File: config.mk
export PLATFORM = sky130hd
export DESIGN_NAME = pairwise_image_overlap_fitness
export DESIGN_NICKNAME = d
export VERILOG_FILES = /design/src/hw/rtl/piofit_pkg.sv /design/src/hw/rtl/pairwise_image_overlap_fitness.sv
export SDC_FILE = /design/constraint.sdc
export NUM_CORES = 2
export LEC_CHECK = 0
export BUFFER_PORTS_ARGS = -buffer_cell sky130_fd_sc_hd__clkbuf_2
export CAP_MARGIN = 20
export CORE_ASPECT_RATIO = 0.8
export CORE_MARGIN = 4
export CORE_UTILIZATION = 40
export DETAILED_ROUTE_END_ITERATION = 12
export HOLD_SLACK_MARGIN = 0.05
export PLACE_DENSITY = 0.58
export SETUP_SLACK_MARGIN = 0.15
export SYNTH_ARGS = -nofsm -noshare
export SYNTH_HDL_FRONTEND = slang
export SYNTH_SLANG_ARGS = --single-unit
export TNS_END_PERCENT = 30
File: constraint.sdc
create_clock -name clk -period 10.8 [get_ports clk]
set_clock_uncertainty 0.2 [all_clocks]
set_input_delay 1.08 -clock clk [delete_from_list [all_inputs] [get_ports clk]]
set_output_delay 1.08 -clock clk [all_outputs]
set_load 0.01 [all_outputs]
File: src/hw/rtl/piofit_pkg.sv
// Package for the pairwise image overlap fitness block.
// Holds field widths, limits and saturation constants.
// Depends on nothing; used by pairwise_image_overlap_fitness.
`timescale 1ns / 1ps

package piofit_pkg;

	// Field widths of the input and result transactions.
	localparam int POS_W   = 24;
	localparam int SCALE_W = 24;
	localparam int FIT_W   = 48;
	localparam int TALLY_W = 16;

	// Widths of the per-source and per-set accumulators.
	localparam int CNT_W = 8;
	localparam int SUM_W = 32;
	localparam int SQ_W  = 56;
	localparam int ACC_W = 64;

	// Shared multiplier operand width and divider widths.
	localparam int MUL_W = 32;
	localparam int DVS_W = 16;

	// Limits on images per source and counted sources.
	localparam logic [CNT_W-1:0]   MAX_IMAGES  = 8'd255;
	localparam logic [TALLY_W-1:0] MAX_SOURCES = 16'hFFFF;

	// Saturation value of a source's scaled fitness.
	localparam logic [FIT_W-1:0] FIT_MAX = {FIT_W{1'b1}};

endpackage

File: src/hw/rtl/pairwise_image_overlap_fitness.sv
// Pairwise image overlap fitness: one item per image, one result per set.
// An image passes the squaring, accumulate and check states before ready returns. A source
// end with two or more images adds the pair-sum steps, the bit-serial divider and the
// scaling multiply. A set end adds a pass through the 64-step divider, skipped when no source
// counted, plus the wait for the output register to be free. A new image waits until the last is through.
// Reset (arst_n low, asynchronous) clears all sums and counts and drops the output valid.
`timescale 1ns / 1ps

module pairwise_image_overlap_fitness (
	input  logic        clk,
	input  logic        arst_n,
	input  logic        s_axis_tvalid,
	output logic        s_axis_tready,
	input  logic [71:0] s_axis_tdata,  // pos_x[23:0], pos_y[47:24], src_scale[71:48]
	input  logic        s_axis_tlast,  // last_of_source
	input  logic        s_axis_tuser,  // last_of_set
	output logic        m_axis_tvalid,
	input  logic        m_axis_tready,
	output logic [63:0] m_axis_tdata   // fitness[47:0], sources_used[63:48]
);

	// Sequencer states.
	localparam logic [4:0] S_IDLE = 5'd0;
	localparam logic [4:0] S_SQX  = 5'd1;
	localparam logic [4:0] S_SQY  = 5'd2;
	localparam logic [4:0] S_ACC  = 5'd3;
	localparam logic [4:0] S_CHK  = 5'd4;
	localparam logic [4:0] S_N0   = 5'd5;
	localparam logic [4:0] S_N1   = 5'd6;
	localparam logic [4:0] S_SX   = 5'd7;
	localparam logic [4:0] S_SY   = 5'd8;
	localparam logic [4:0] S_PR   = 5'd9;
	localparam logic [4:0] S_DVS  = 5'd10;
	localparam logic [4:0] S_DIV  = 5'd11;
	localparam logic [4:0] S_M0   = 5'd12;
	localparam logic [4:0] S_M1   = 5'd13;
	localparam logic [4:0] S_M2   = 5'd14;
	localparam logic [4:0] S_ADD  = 5'd15;
	localparam logic [4:0] S_FSET = 5'd16;
	localparam logic [4:0] S_OUT  = 5'd17;

	localparam int POS_W   = piofit_pkg::POS_W;
	localparam int SCALE_W = piofit_pkg::SCALE_W;
	localparam int FIT_W   = piofit_pkg::FIT_W;
	localparam int TALLY_W = piofit_pkg::TALLY_W;
	localparam int CNT_W   = piofit_pkg::CNT_W;
	localparam int SUM_W   = piofit_pkg::SUM_W;
	localparam int SQ_W    = piofit_pkg::SQ_W;
	localparam int ACC_W   = piofit_pkg::ACC_W;
	localparam int MUL_W   = piofit_pkg::MUL_W;
	localparam int DVS_W   = piofit_pkg::DVS_W;

	logic [4:0] state_q;

	// Latched input transaction.
	logic [POS_W-1:0]   x_q;
	logic [POS_W-1:0]   y_q;
	logic [SCALE_W-1:0] scale_q;
	logic               end_src_q;
	logic               end_set_q;

	// Per-source and per-set state.
	logic [CNT_W-1:0]        count_q;
	logic signed [SUM_W-1:0] sum_x_q;
	logic signed [SUM_W-1:0] sum_y_q;
	logic [SQ_W-1:0]         sum_sq_q;
	logic [ACC_W-1:0]        acc_q;
	logic [TALLY_W-1:0]      tally_q;

	// Working registers of the source close.
	logic [ACC_W-1:0] tot_q;
	logic [73:0]      val_q;

	// Shared multiplier.
	logic [MUL_W-1:0]   mul_a;
	logic [MUL_W-1:0]   mul_b;
	logic [2*MUL_W-1:0] prod_c;
	logic [2*MUL_W-1:0] prod_q;

	// Shared bit-serial divider: dq_q holds dividend bits and collects quotient bits.
	logic [ACC_W-1:0] dq_q;
	logic [DVS_W-1:0] rem_q;
	logic [DVS_W-1:0] dvs_q;
	logic [5:0]       dcnt_q;
	logic             dfin_q;
	logic [DVS_W:0]   rem_sh;
	logic             rem_ge;
	logic [DVS_W:0]   rem_sub;
	logic [DVS_W-1:0] rem_nxt;

	// Output register.
	logic               m_valid_q;
	logic [FIT_W-1:0]   out_fit_q;
	logic [TALLY_W-1:0] out_used_q;

	// Magnitudes used as multiplier operands.
	logic [POS_W-1:0] abs_x;
	logic [POS_W-1:0] abs_y;
	logic [SUM_W-1:0] abs_sx;
	logic [SUM_W-1:0] abs_sy;
	logic [FIT_W-1:0] val_sat;
	logic             src_counts;

	assign abs_x  = x_q[POS_W-1] ? (~x_q + 1'b1) : x_q;
	assign abs_y  = y_q[POS_W-1] ? (~y_q + 1'b1) : y_q;
	assign abs_sx = sum_x_q[SUM_W-1] ? SUM_W'(-sum_x_q) : SUM_W'(sum_x_q);
	assign abs_sy = sum_y_q[SUM_W-1] ? SUM_W'(-sum_y_q) : SUM_W'(sum_y_q);

	// A source is counted when it has two or more images and the tally has room.
	assign src_counts = (count_q >= CNT_W'(2)) && (tally_q < piofit_pkg::MAX_SOURCES);

	// Scaled value after the Q8.16 shift, saturated at the output maximum.
	assign val_sat = (val_q[73:64] != 10'd0) ? piofit_pkg::FIT_MAX : val_q[63:16];

	// Multiplier operand selection by sequencer step.
	always_comb begin
		mul_a = '0;
		mul_b = '0;
		case (state_q)
			S_SQX: begin
				mul_a = MUL_W'(abs_x);
				mul_b = MUL_W'(abs_x);
			end
			S_SQY: begin
				mul_a = MUL_W'(abs_y);
				mul_b = MUL_W'(abs_y);
			end
			S_N0: begin
				mul_a = sum_sq_q[31:0];
				mul_b = MUL_W'(count_q);
			end
			S_N1: begin
				mul_a = MUL_W'(sum_sq_q[SQ_W-1:32]);
				mul_b = MUL_W'(count_q);
			end
			S_SX: begin
				mul_a = abs_sx;
				mul_b = abs_sx;
			end
			S_SY: begin
				mul_a = abs_sy;
				mul_b = abs_sy;
			end
			S_PR: begin
				mul_a = MUL_W'(count_q);
				mul_b = MUL_W'(count_q - CNT_W'(1));
			end
			S_M0: begin
				mul_a = dq_q[31:0];
				mul_b = MUL_W'(scale_q);
			end
			S_M1: begin
				mul_a = MUL_W'(dq_q[49:32]);
				mul_b = MUL_W'(scale_q);
			end
			default: begin
				mul_a = '0;
				mul_b = '0;
			end
		endcase
	end

	assign prod_c = (2*MUL_W)'(mul_a) * (2*MUL_W)'(mul_b);

	always_ff @(posedge clk) begin
		prod_q <= prod_c;
	end

	// One restoring division step.
	assign rem_sh  = {rem_q, dq_q[ACC_W-1]};
	assign rem_ge  = rem_sh >= {1'b0, dvs_q};
	assign rem_sub = rem_sh - {1'b0, dvs_q};
	assign rem_nxt = rem_ge ? rem_sub[DVS_W-1:0] : rem_sh[DVS_W-1:0];

	// Sequencer and datapath registers.
	always_ff @(posedge clk or negedge arst_n) begin
		if (!arst_n) begin
			state_q    <= S_IDLE;
			count_q    <= '0;
			sum_x_q    <= '0;
			sum_y_q    <= '0;
			sum_sq_q   <= '0;
			acc_q      <= '0;
			tally_q    <= '0;
			dfin_q     <= 1'b0;
			dcnt_q     <= '0;
			m_valid_q  <= 1'b0;
		end else begin
			// The output step loads the next result itself.
			if (m_valid_q && m_axis_tready && state_q != S_OUT) begin
				m_valid_q <= 1'b0;
			end
			case (state_q)
				S_IDLE: begin
					if (s_axis_tvalid) begin
						if (count_q < piofit_pkg::MAX_IMAGES) begin
							state_q <= S_SQX;
						end else begin
							state_q <= S_CHK;
						end
					end
				end
				S_SQX: begin
					state_q <= S_SQY;
				end
				S_SQY: begin
					sum_sq_q <= sum_sq_q + SQ_W'(prod_q);
					state_q  <= S_ACC;
				end
				S_ACC: begin
					sum_sq_q <= sum_sq_q + SQ_W'(prod_q);
					sum_x_q  <= sum_x_q + SUM_W'(signed'(x_q));
					sum_y_q  <= sum_y_q + SUM_W'(signed'(y_q));
					count_q  <= count_q + CNT_W'(1);
					state_q  <= S_CHK;
				end
				S_CHK: begin
					if (end_src_q || end_set_q) begin
						if (src_counts) begin
							state_q <= S_N0;
						end else begin
							count_q  <= '0;
							sum_x_q  <= '0;
							sum_y_q  <= '0;
							sum_sq_q <= '0;
							state_q  <= end_set_q ? S_FSET : S_IDLE;
						end
					end else begin
						state_q <= S_IDLE;
					end
				end
				S_N0: begin
					state_q <= S_N1;
				end
				S_N1: begin
					state_q <= S_SX;
				end
				S_SX: begin
					state_q <= S_SY;
				end
				S_SY: begin
					state_q <= S_PR;
				end
				S_PR: begin
					state_q <= S_DVS;
				end
				S_DVS: begin
					dcnt_q  <= '0;
					dfin_q  <= 1'b0;
					state_q <= S_DIV;
				end
				S_DIV: begin
					dcnt_q <= dcnt_q + 6'd1;
					if (dcnt_q == 6'd63) begin
						state_q <= dfin_q ? S_OUT : S_M0;
					end
				end
				S_M0: begin
					state_q <= S_M1;
				end
				S_M1: begin
					state_q <= S_M2;
				end
				S_M2: begin
					state_q <= S_ADD;
				end
				S_ADD: begin
					// The sum of at most 65535 saturated values fits in the accumulator.
					acc_q    <= acc_q + ACC_W'(val_sat);
					tally_q  <= tally_q + TALLY_W'(1);
					count_q  <= '0;
					sum_x_q  <= '0;
					sum_y_q  <= '0;
					sum_sq_q <= '0;
					state_q  <= end_set_q ? S_FSET : S_IDLE;
				end
				S_FSET: begin
					dcnt_q <= '0;
					dfin_q <= 1'b1;
					if (tally_q == '0) begin
						state_q <= S_OUT;
					end else begin
						state_q <= S_DIV;
					end
				end
				S_OUT: begin
					if (!m_valid_q || m_axis_tready) begin
						m_valid_q <= 1'b1;
						acc_q     <= '0;
						tally_q   <= '0;
						state_q   <= S_IDLE;
					end
				end
				default: begin
					state_q <= S_IDLE;
				end
			endcase
		end
	end

	// Payload registers of the input, pair sum, divider, scaled value and output.
	always_ff @(posedge clk) begin
		if (state_q == S_IDLE && s_axis_tvalid) begin
			x_q       <= s_axis_tdata[23:0];
			y_q       <= s_axis_tdata[47:24];
			scale_q   <= s_axis_tdata[71:48];
			end_src_q <= s_axis_tlast;
			end_set_q <= s_axis_tuser;
		end
		case (state_q)
			S_N1: begin
				tot_q <= prod_q;
			end
			S_SX: begin
				tot_q <= tot_q + {prod_q[31:0], 32'd0};
			end
			S_SY: begin
				tot_q <= tot_q - prod_q;
			end
			S_PR: begin
				tot_q <= tot_q - prod_q;
			end
			S_DVS: begin
				// Divide the pair sum by n*(n-1)/2.
				dq_q  <= tot_q;
				dvs_q <= prod_q[DVS_W:1];
				rem_q <= '0;
			end
			S_DIV: begin
				dq_q  <= {dq_q[ACC_W-2:0], rem_ge};
				rem_q <= rem_nxt;
			end
			S_M1: begin
				val_q <= {18'd0, prod_q[55:0]};
			end
			S_M2: begin
				val_q <= val_q + {prod_q[41:0], 32'd0};
			end
			S_FSET: begin
				// Mean over counted sources, or zero when none counted.
				dq_q  <= (tally_q == '0) ? '0 : acc_q;
				dvs_q <= tally_q;
				rem_q <= '0;
			end
			S_OUT: begin
				if (!m_valid_q || m_axis_tready) begin
					out_fit_q  <= dq_q[FIT_W-1:0];
					out_used_q <= tally_q;
				end
			end
			default: begin
			end
		endcase
	end

	assign s_axis_tready = (state_q == S_IDLE);
	assign m_axis_tvalid = m_valid_q;
	assign m_axis_tdata  = {out_used_q, out_fit_q};

endmodule
==> flow_summary_export.csv <==
group,metric,value,unit
yosys,ys_types,87,
layout,nets,10700,
power_and_ir_drop,switching_share,27.2,%
route,wl_per_cell,26.0,um
route,drc,0,
run_status,outcome,"finished clean",
yosys,syn_inst,8588,
power_and_ir_drop,ir_drop,0.000111,V
layout,fin_area,88100,um2
global_routing,grt-ovfl-total,0,
layout,regArea,17500,um2
global_routing,grt_pass1_vias,65300,
die,ios,144,
route,final_antenna_net_count,0,
placed_design,dp.cells,11500,
die,dieArea,199000,um2
die,initial_core_util,40.3,%
route,via_count,67100,
placed_design,portBuffers,143,
critical_path,crit_required,11.18,ns
critical_path,cpPeakStageDelay,0.58,ns
layout,syn_to_final_growth,15.1,%
timing,min_period_over_period,100,%
die,rows,143,
clock_tree,cts.sinks,641,
timing,relSlewSlack,25.0,%
job,max_cap_violations,0,
critical_path,criticalPathCategory,"register to register",
yosys,syn_area,76600,um2
timing,finalSetupViolations,0,
critical_path,arrival,11.18,ns
clock_tree,cts_tree,"yes",
clock_tree,htreeDepth,3,
route,wl_met2,121000,um
route,met3WireLength,33300,um
die,die_h,399,um
yosys,synth_edf_count,356,
power_and_ir_drop,leakage,41.8,nW
clock_tree,root_buffer,"clkbuf_16",
placed_design,detailed_place_hpwl,247000,um
critical_path,crit_path_frequent_cell,"fa_1",
placed_design,dpl_cell_area,84600,um2
global_routing,antenna_found_initial,22,
critical_path,crit_start,"x_q[6]",
timing,drv_slew,0,
timing,period_needed,10.80,ns
power_and_ir_drop,p_per_area,71.5,nW/um2
timing,fmaxAchievable,0.0926,GHz
yosys,yosysWarnings,0,
yosys,synth_seq_cells,641,
critical_path,critPathCaptureType,"register",
die,chipWidth,497,um
clock_tree,cts.reportedPaths.clkPinSlew,0.06,ns
global_routing,grt_max_degree,111,
yosys,yosysSeqAreaShare,22.9,%
die,design.core.area,190000,um2
clock_tree,cts_made_buffers,78,
layout,finalNonFillerCells,11700,
layout,drive_gt1_share,12.9,%
critical_path,cp-start-kind,"register",
power_and_ir_drop,power_frac_clock,45.5,%
hold_path,hold_class,"primary input to async pin",
clock_tree,cts_max_path_buffers,3,
power_and_ir_drop,p_comb_share,6.8,%
clock_tree,clk_latency,0.71,ns
yosys,synth_ff_type,"edfxtp_1",
timing,worst_slew_pin_slew,1.12,ns
route,routed.top_layer,"met5",
power_and_ir_drop,seq_power_share,47.7,%
placed_design,place_congestion,0.992,
route,drtPass1Iterations,9,
power_and_ir_drop,p_switching,1.71,mW
critical_path,crit_path_top_delay_cell,"fa_2",
timing,rsz0062_at_grt,"yes",
global_routing,grtUsageTotal,30.2,%
route,drt_iter0_markers,8320,
layout,fill_cells,18300,
clock_tree,cts_hold_buf,0,
yosys,async_flop_share,34.5,%
critical_path,r2r_start,"x_q[6]",
layout,multi_input_area,53500,um2
route,routed_wl,304000,um
critical_path,worstPathMaxFanout,11,
route,viasPerCell,5.74,
global_routing,grt_pass1_wl,445000,um
yosys,synth_area_per_cell,8.92,um2
power_and_ir_drop,internal_power,4.59,mW
timing,finalHoldViolCount,0,
route,wl_met1,137000,um
## worst paths after layout
| path | endpoint | slack, ns | cells past startpoint |
|---|---|---|---|
| max | prod_q[57] | 0.003 | 37 |
| min | tally_q[14] | 0.29 | 1 |
| max reg2reg | prod_q[57] | 0.003 | 37 |
| min reg2reg | sum_sq_q[10] | 0.32 | 2 |
| max in group asynchronous | sum_sq_q[3] | 8.55 | 2 |
| min in group clk | sum_sq_q[10] | 0.32 | 2 |
## state kept, by name (all words and copies together) (netlist names), 5 cells and up
name	count
acc_q	64
dq_q	64
prod_q	64
tot_q	64
val_q	58
sum_sq_q	56
out_fit_q	48
sum_x_q	32
sum_y_q	32
scale_q	24
x_q	24
y_q	24
dvs_q	16
out_used_q	16
rem_q	16
tally_q	16
count_q	8
dcnt_q	6
state_q	5
## cell usage after synthesis (16+ instances only)
cell type	number	area, um2
a211oi_1	44	330
a21boi_0	16	120
a21o_1	218	1640
a21oi_1	418	2090
a221oi_1	28	245
a222oi_1	68	681
a22o_1	24	210
a22oi_1	33	248
a31oi_1	56	350
and2_1	37	231
and3_1	63	394
and4_1	18	158
buf_1	22	82.6
buf_2	37	185
clkbuf_1	349	1310
dfrtp_1	221	5530
dfxtp_1	64	1280
edfxtp_1	356	10700
fa_1	904	18100
ha_1	589	7370
inv_1	1227	4610
mux2_2	18	203
mux2i_1	22	220
nand2_1	1012	3800
nand2b_1	88	551
nand3_1	130	651
nand4_1	86	538
nor2_1	760	2850
nor2b_1	55	344
nor3_1	68	340
nor4_1	19	119
o211ai_1	21	158
o21a_1	53	398
o21ai_0	476	2380
o21bai_1	58	435
o221ai_1	16	140
o22ai_1	54	338
o31ai_1	59	443
o41ai_1	19	166
or2_2	65	407
or3_1	33	206
or4_1	31	233
xnor2_1	213	1870
xor2_1	254	2220
## worst max-delay path: cells and delay by family (launching register included)
kind | cells | cell delay, ns
and+or+nand+nor | 10 | 3.33
AOI/OAI and AO/OA | 7 | 1.13
DFF | 1 | 0.39
adders and majority gates | 9 | 4.25
xor gates and xnor gates | 2 | 0.32
buffers and inverters | 9 | 1.05
## layout by cell type (no fill, tap or decap), drive strengths merged, types with 53 or more instances in the layout
master / n
edfxtp: 356
nor3: 68
o22ai: 54
dfxtp: 64
o31ai: 59
xnor2: 213
clkbuf: 247
a21oi: 419
or2: 65
o21a: 53
o21bai: 58
a222oi: 68
nand2: 1012
ha: 589
nand2b: 88
fa: 904
dfrtp: 221
a21o: 218
a31oi: 56
nor2: 763
nand3: 131
xor2: 254
buf: 677
o21ai: 481
nand4: 86
inv: 1231
nor2b: 55
and3: 63
## per-layer routing
metal	up-vias	track usage, %
met4	12	10.7
met3	531	7.24
li1	29700	-
met2	3359	42.3
met1	33600	45.1
met5	-	0
## power groups by stage
stage               clock [mW]  sequential [mW]  combinational [mW]
global route              3.02             2.99               0.481
floorplan                    0             2.81               0.302
global placement             0             3.03               0.412
finish                    2.87             3.00               0.428
detailed placement           0             3.03               0.420
CTS                       2.91             2.98               0.424
## cell type report
class,instances,area share (%)
clock inverter,39,0.592
antenna,6,0.0170
tap,2537,3.60
clock buffer,105,2.49
sequential,641,19.9
timing repair buffer,819,7.48
inverter,1227,5.23
multi-input combinational,6312,60.7
## kinds of logic after synthesis
kind of cell / share of synthesized area (%)
simple gates: 14.6
compound gates: 15.2
buf+inv: 8.24
fa+ha+maj: 33.3
flops: 22.9
xor+xnor: 5.34
mux: 0.552
other cells: 0.00981
## through the flow
| stage | util (%) | hold slack (ns) | power [mW] | TNS [ns] | setup WS, ns |
|---|---|---|---|---|---|
| 2_1_floorplan | - | 0.223 | 3.12 | 0 | 0.395 |
| 3_3_place_gp | 44.5 | 0.297 | 3.44 | -2.69 | -0.348 |
| 3_5_place_dp | 44.5 | 0.305 | 3.45 | -4.32 | -0.395 |
| 4_1_cts | 46.2 | 0.294 | 6.32 | 0 | 0.0329 |
| 5_1_grt | 46.3 | 0.328 | 6.49 | -1.95 | -0.277 |
| 6_report | 46.3 | 0.288 | 6.30 | 0 | 0.00275 |
## repair_timing
action                     4_1_cts  5_1_grt
gates resized for setup         82       57
buffers inserted                14        2
setup endpoints to repair       19       21
pin swaps                       33       16
gates cloned                     0        0
(Power assumes the default switching activity.)
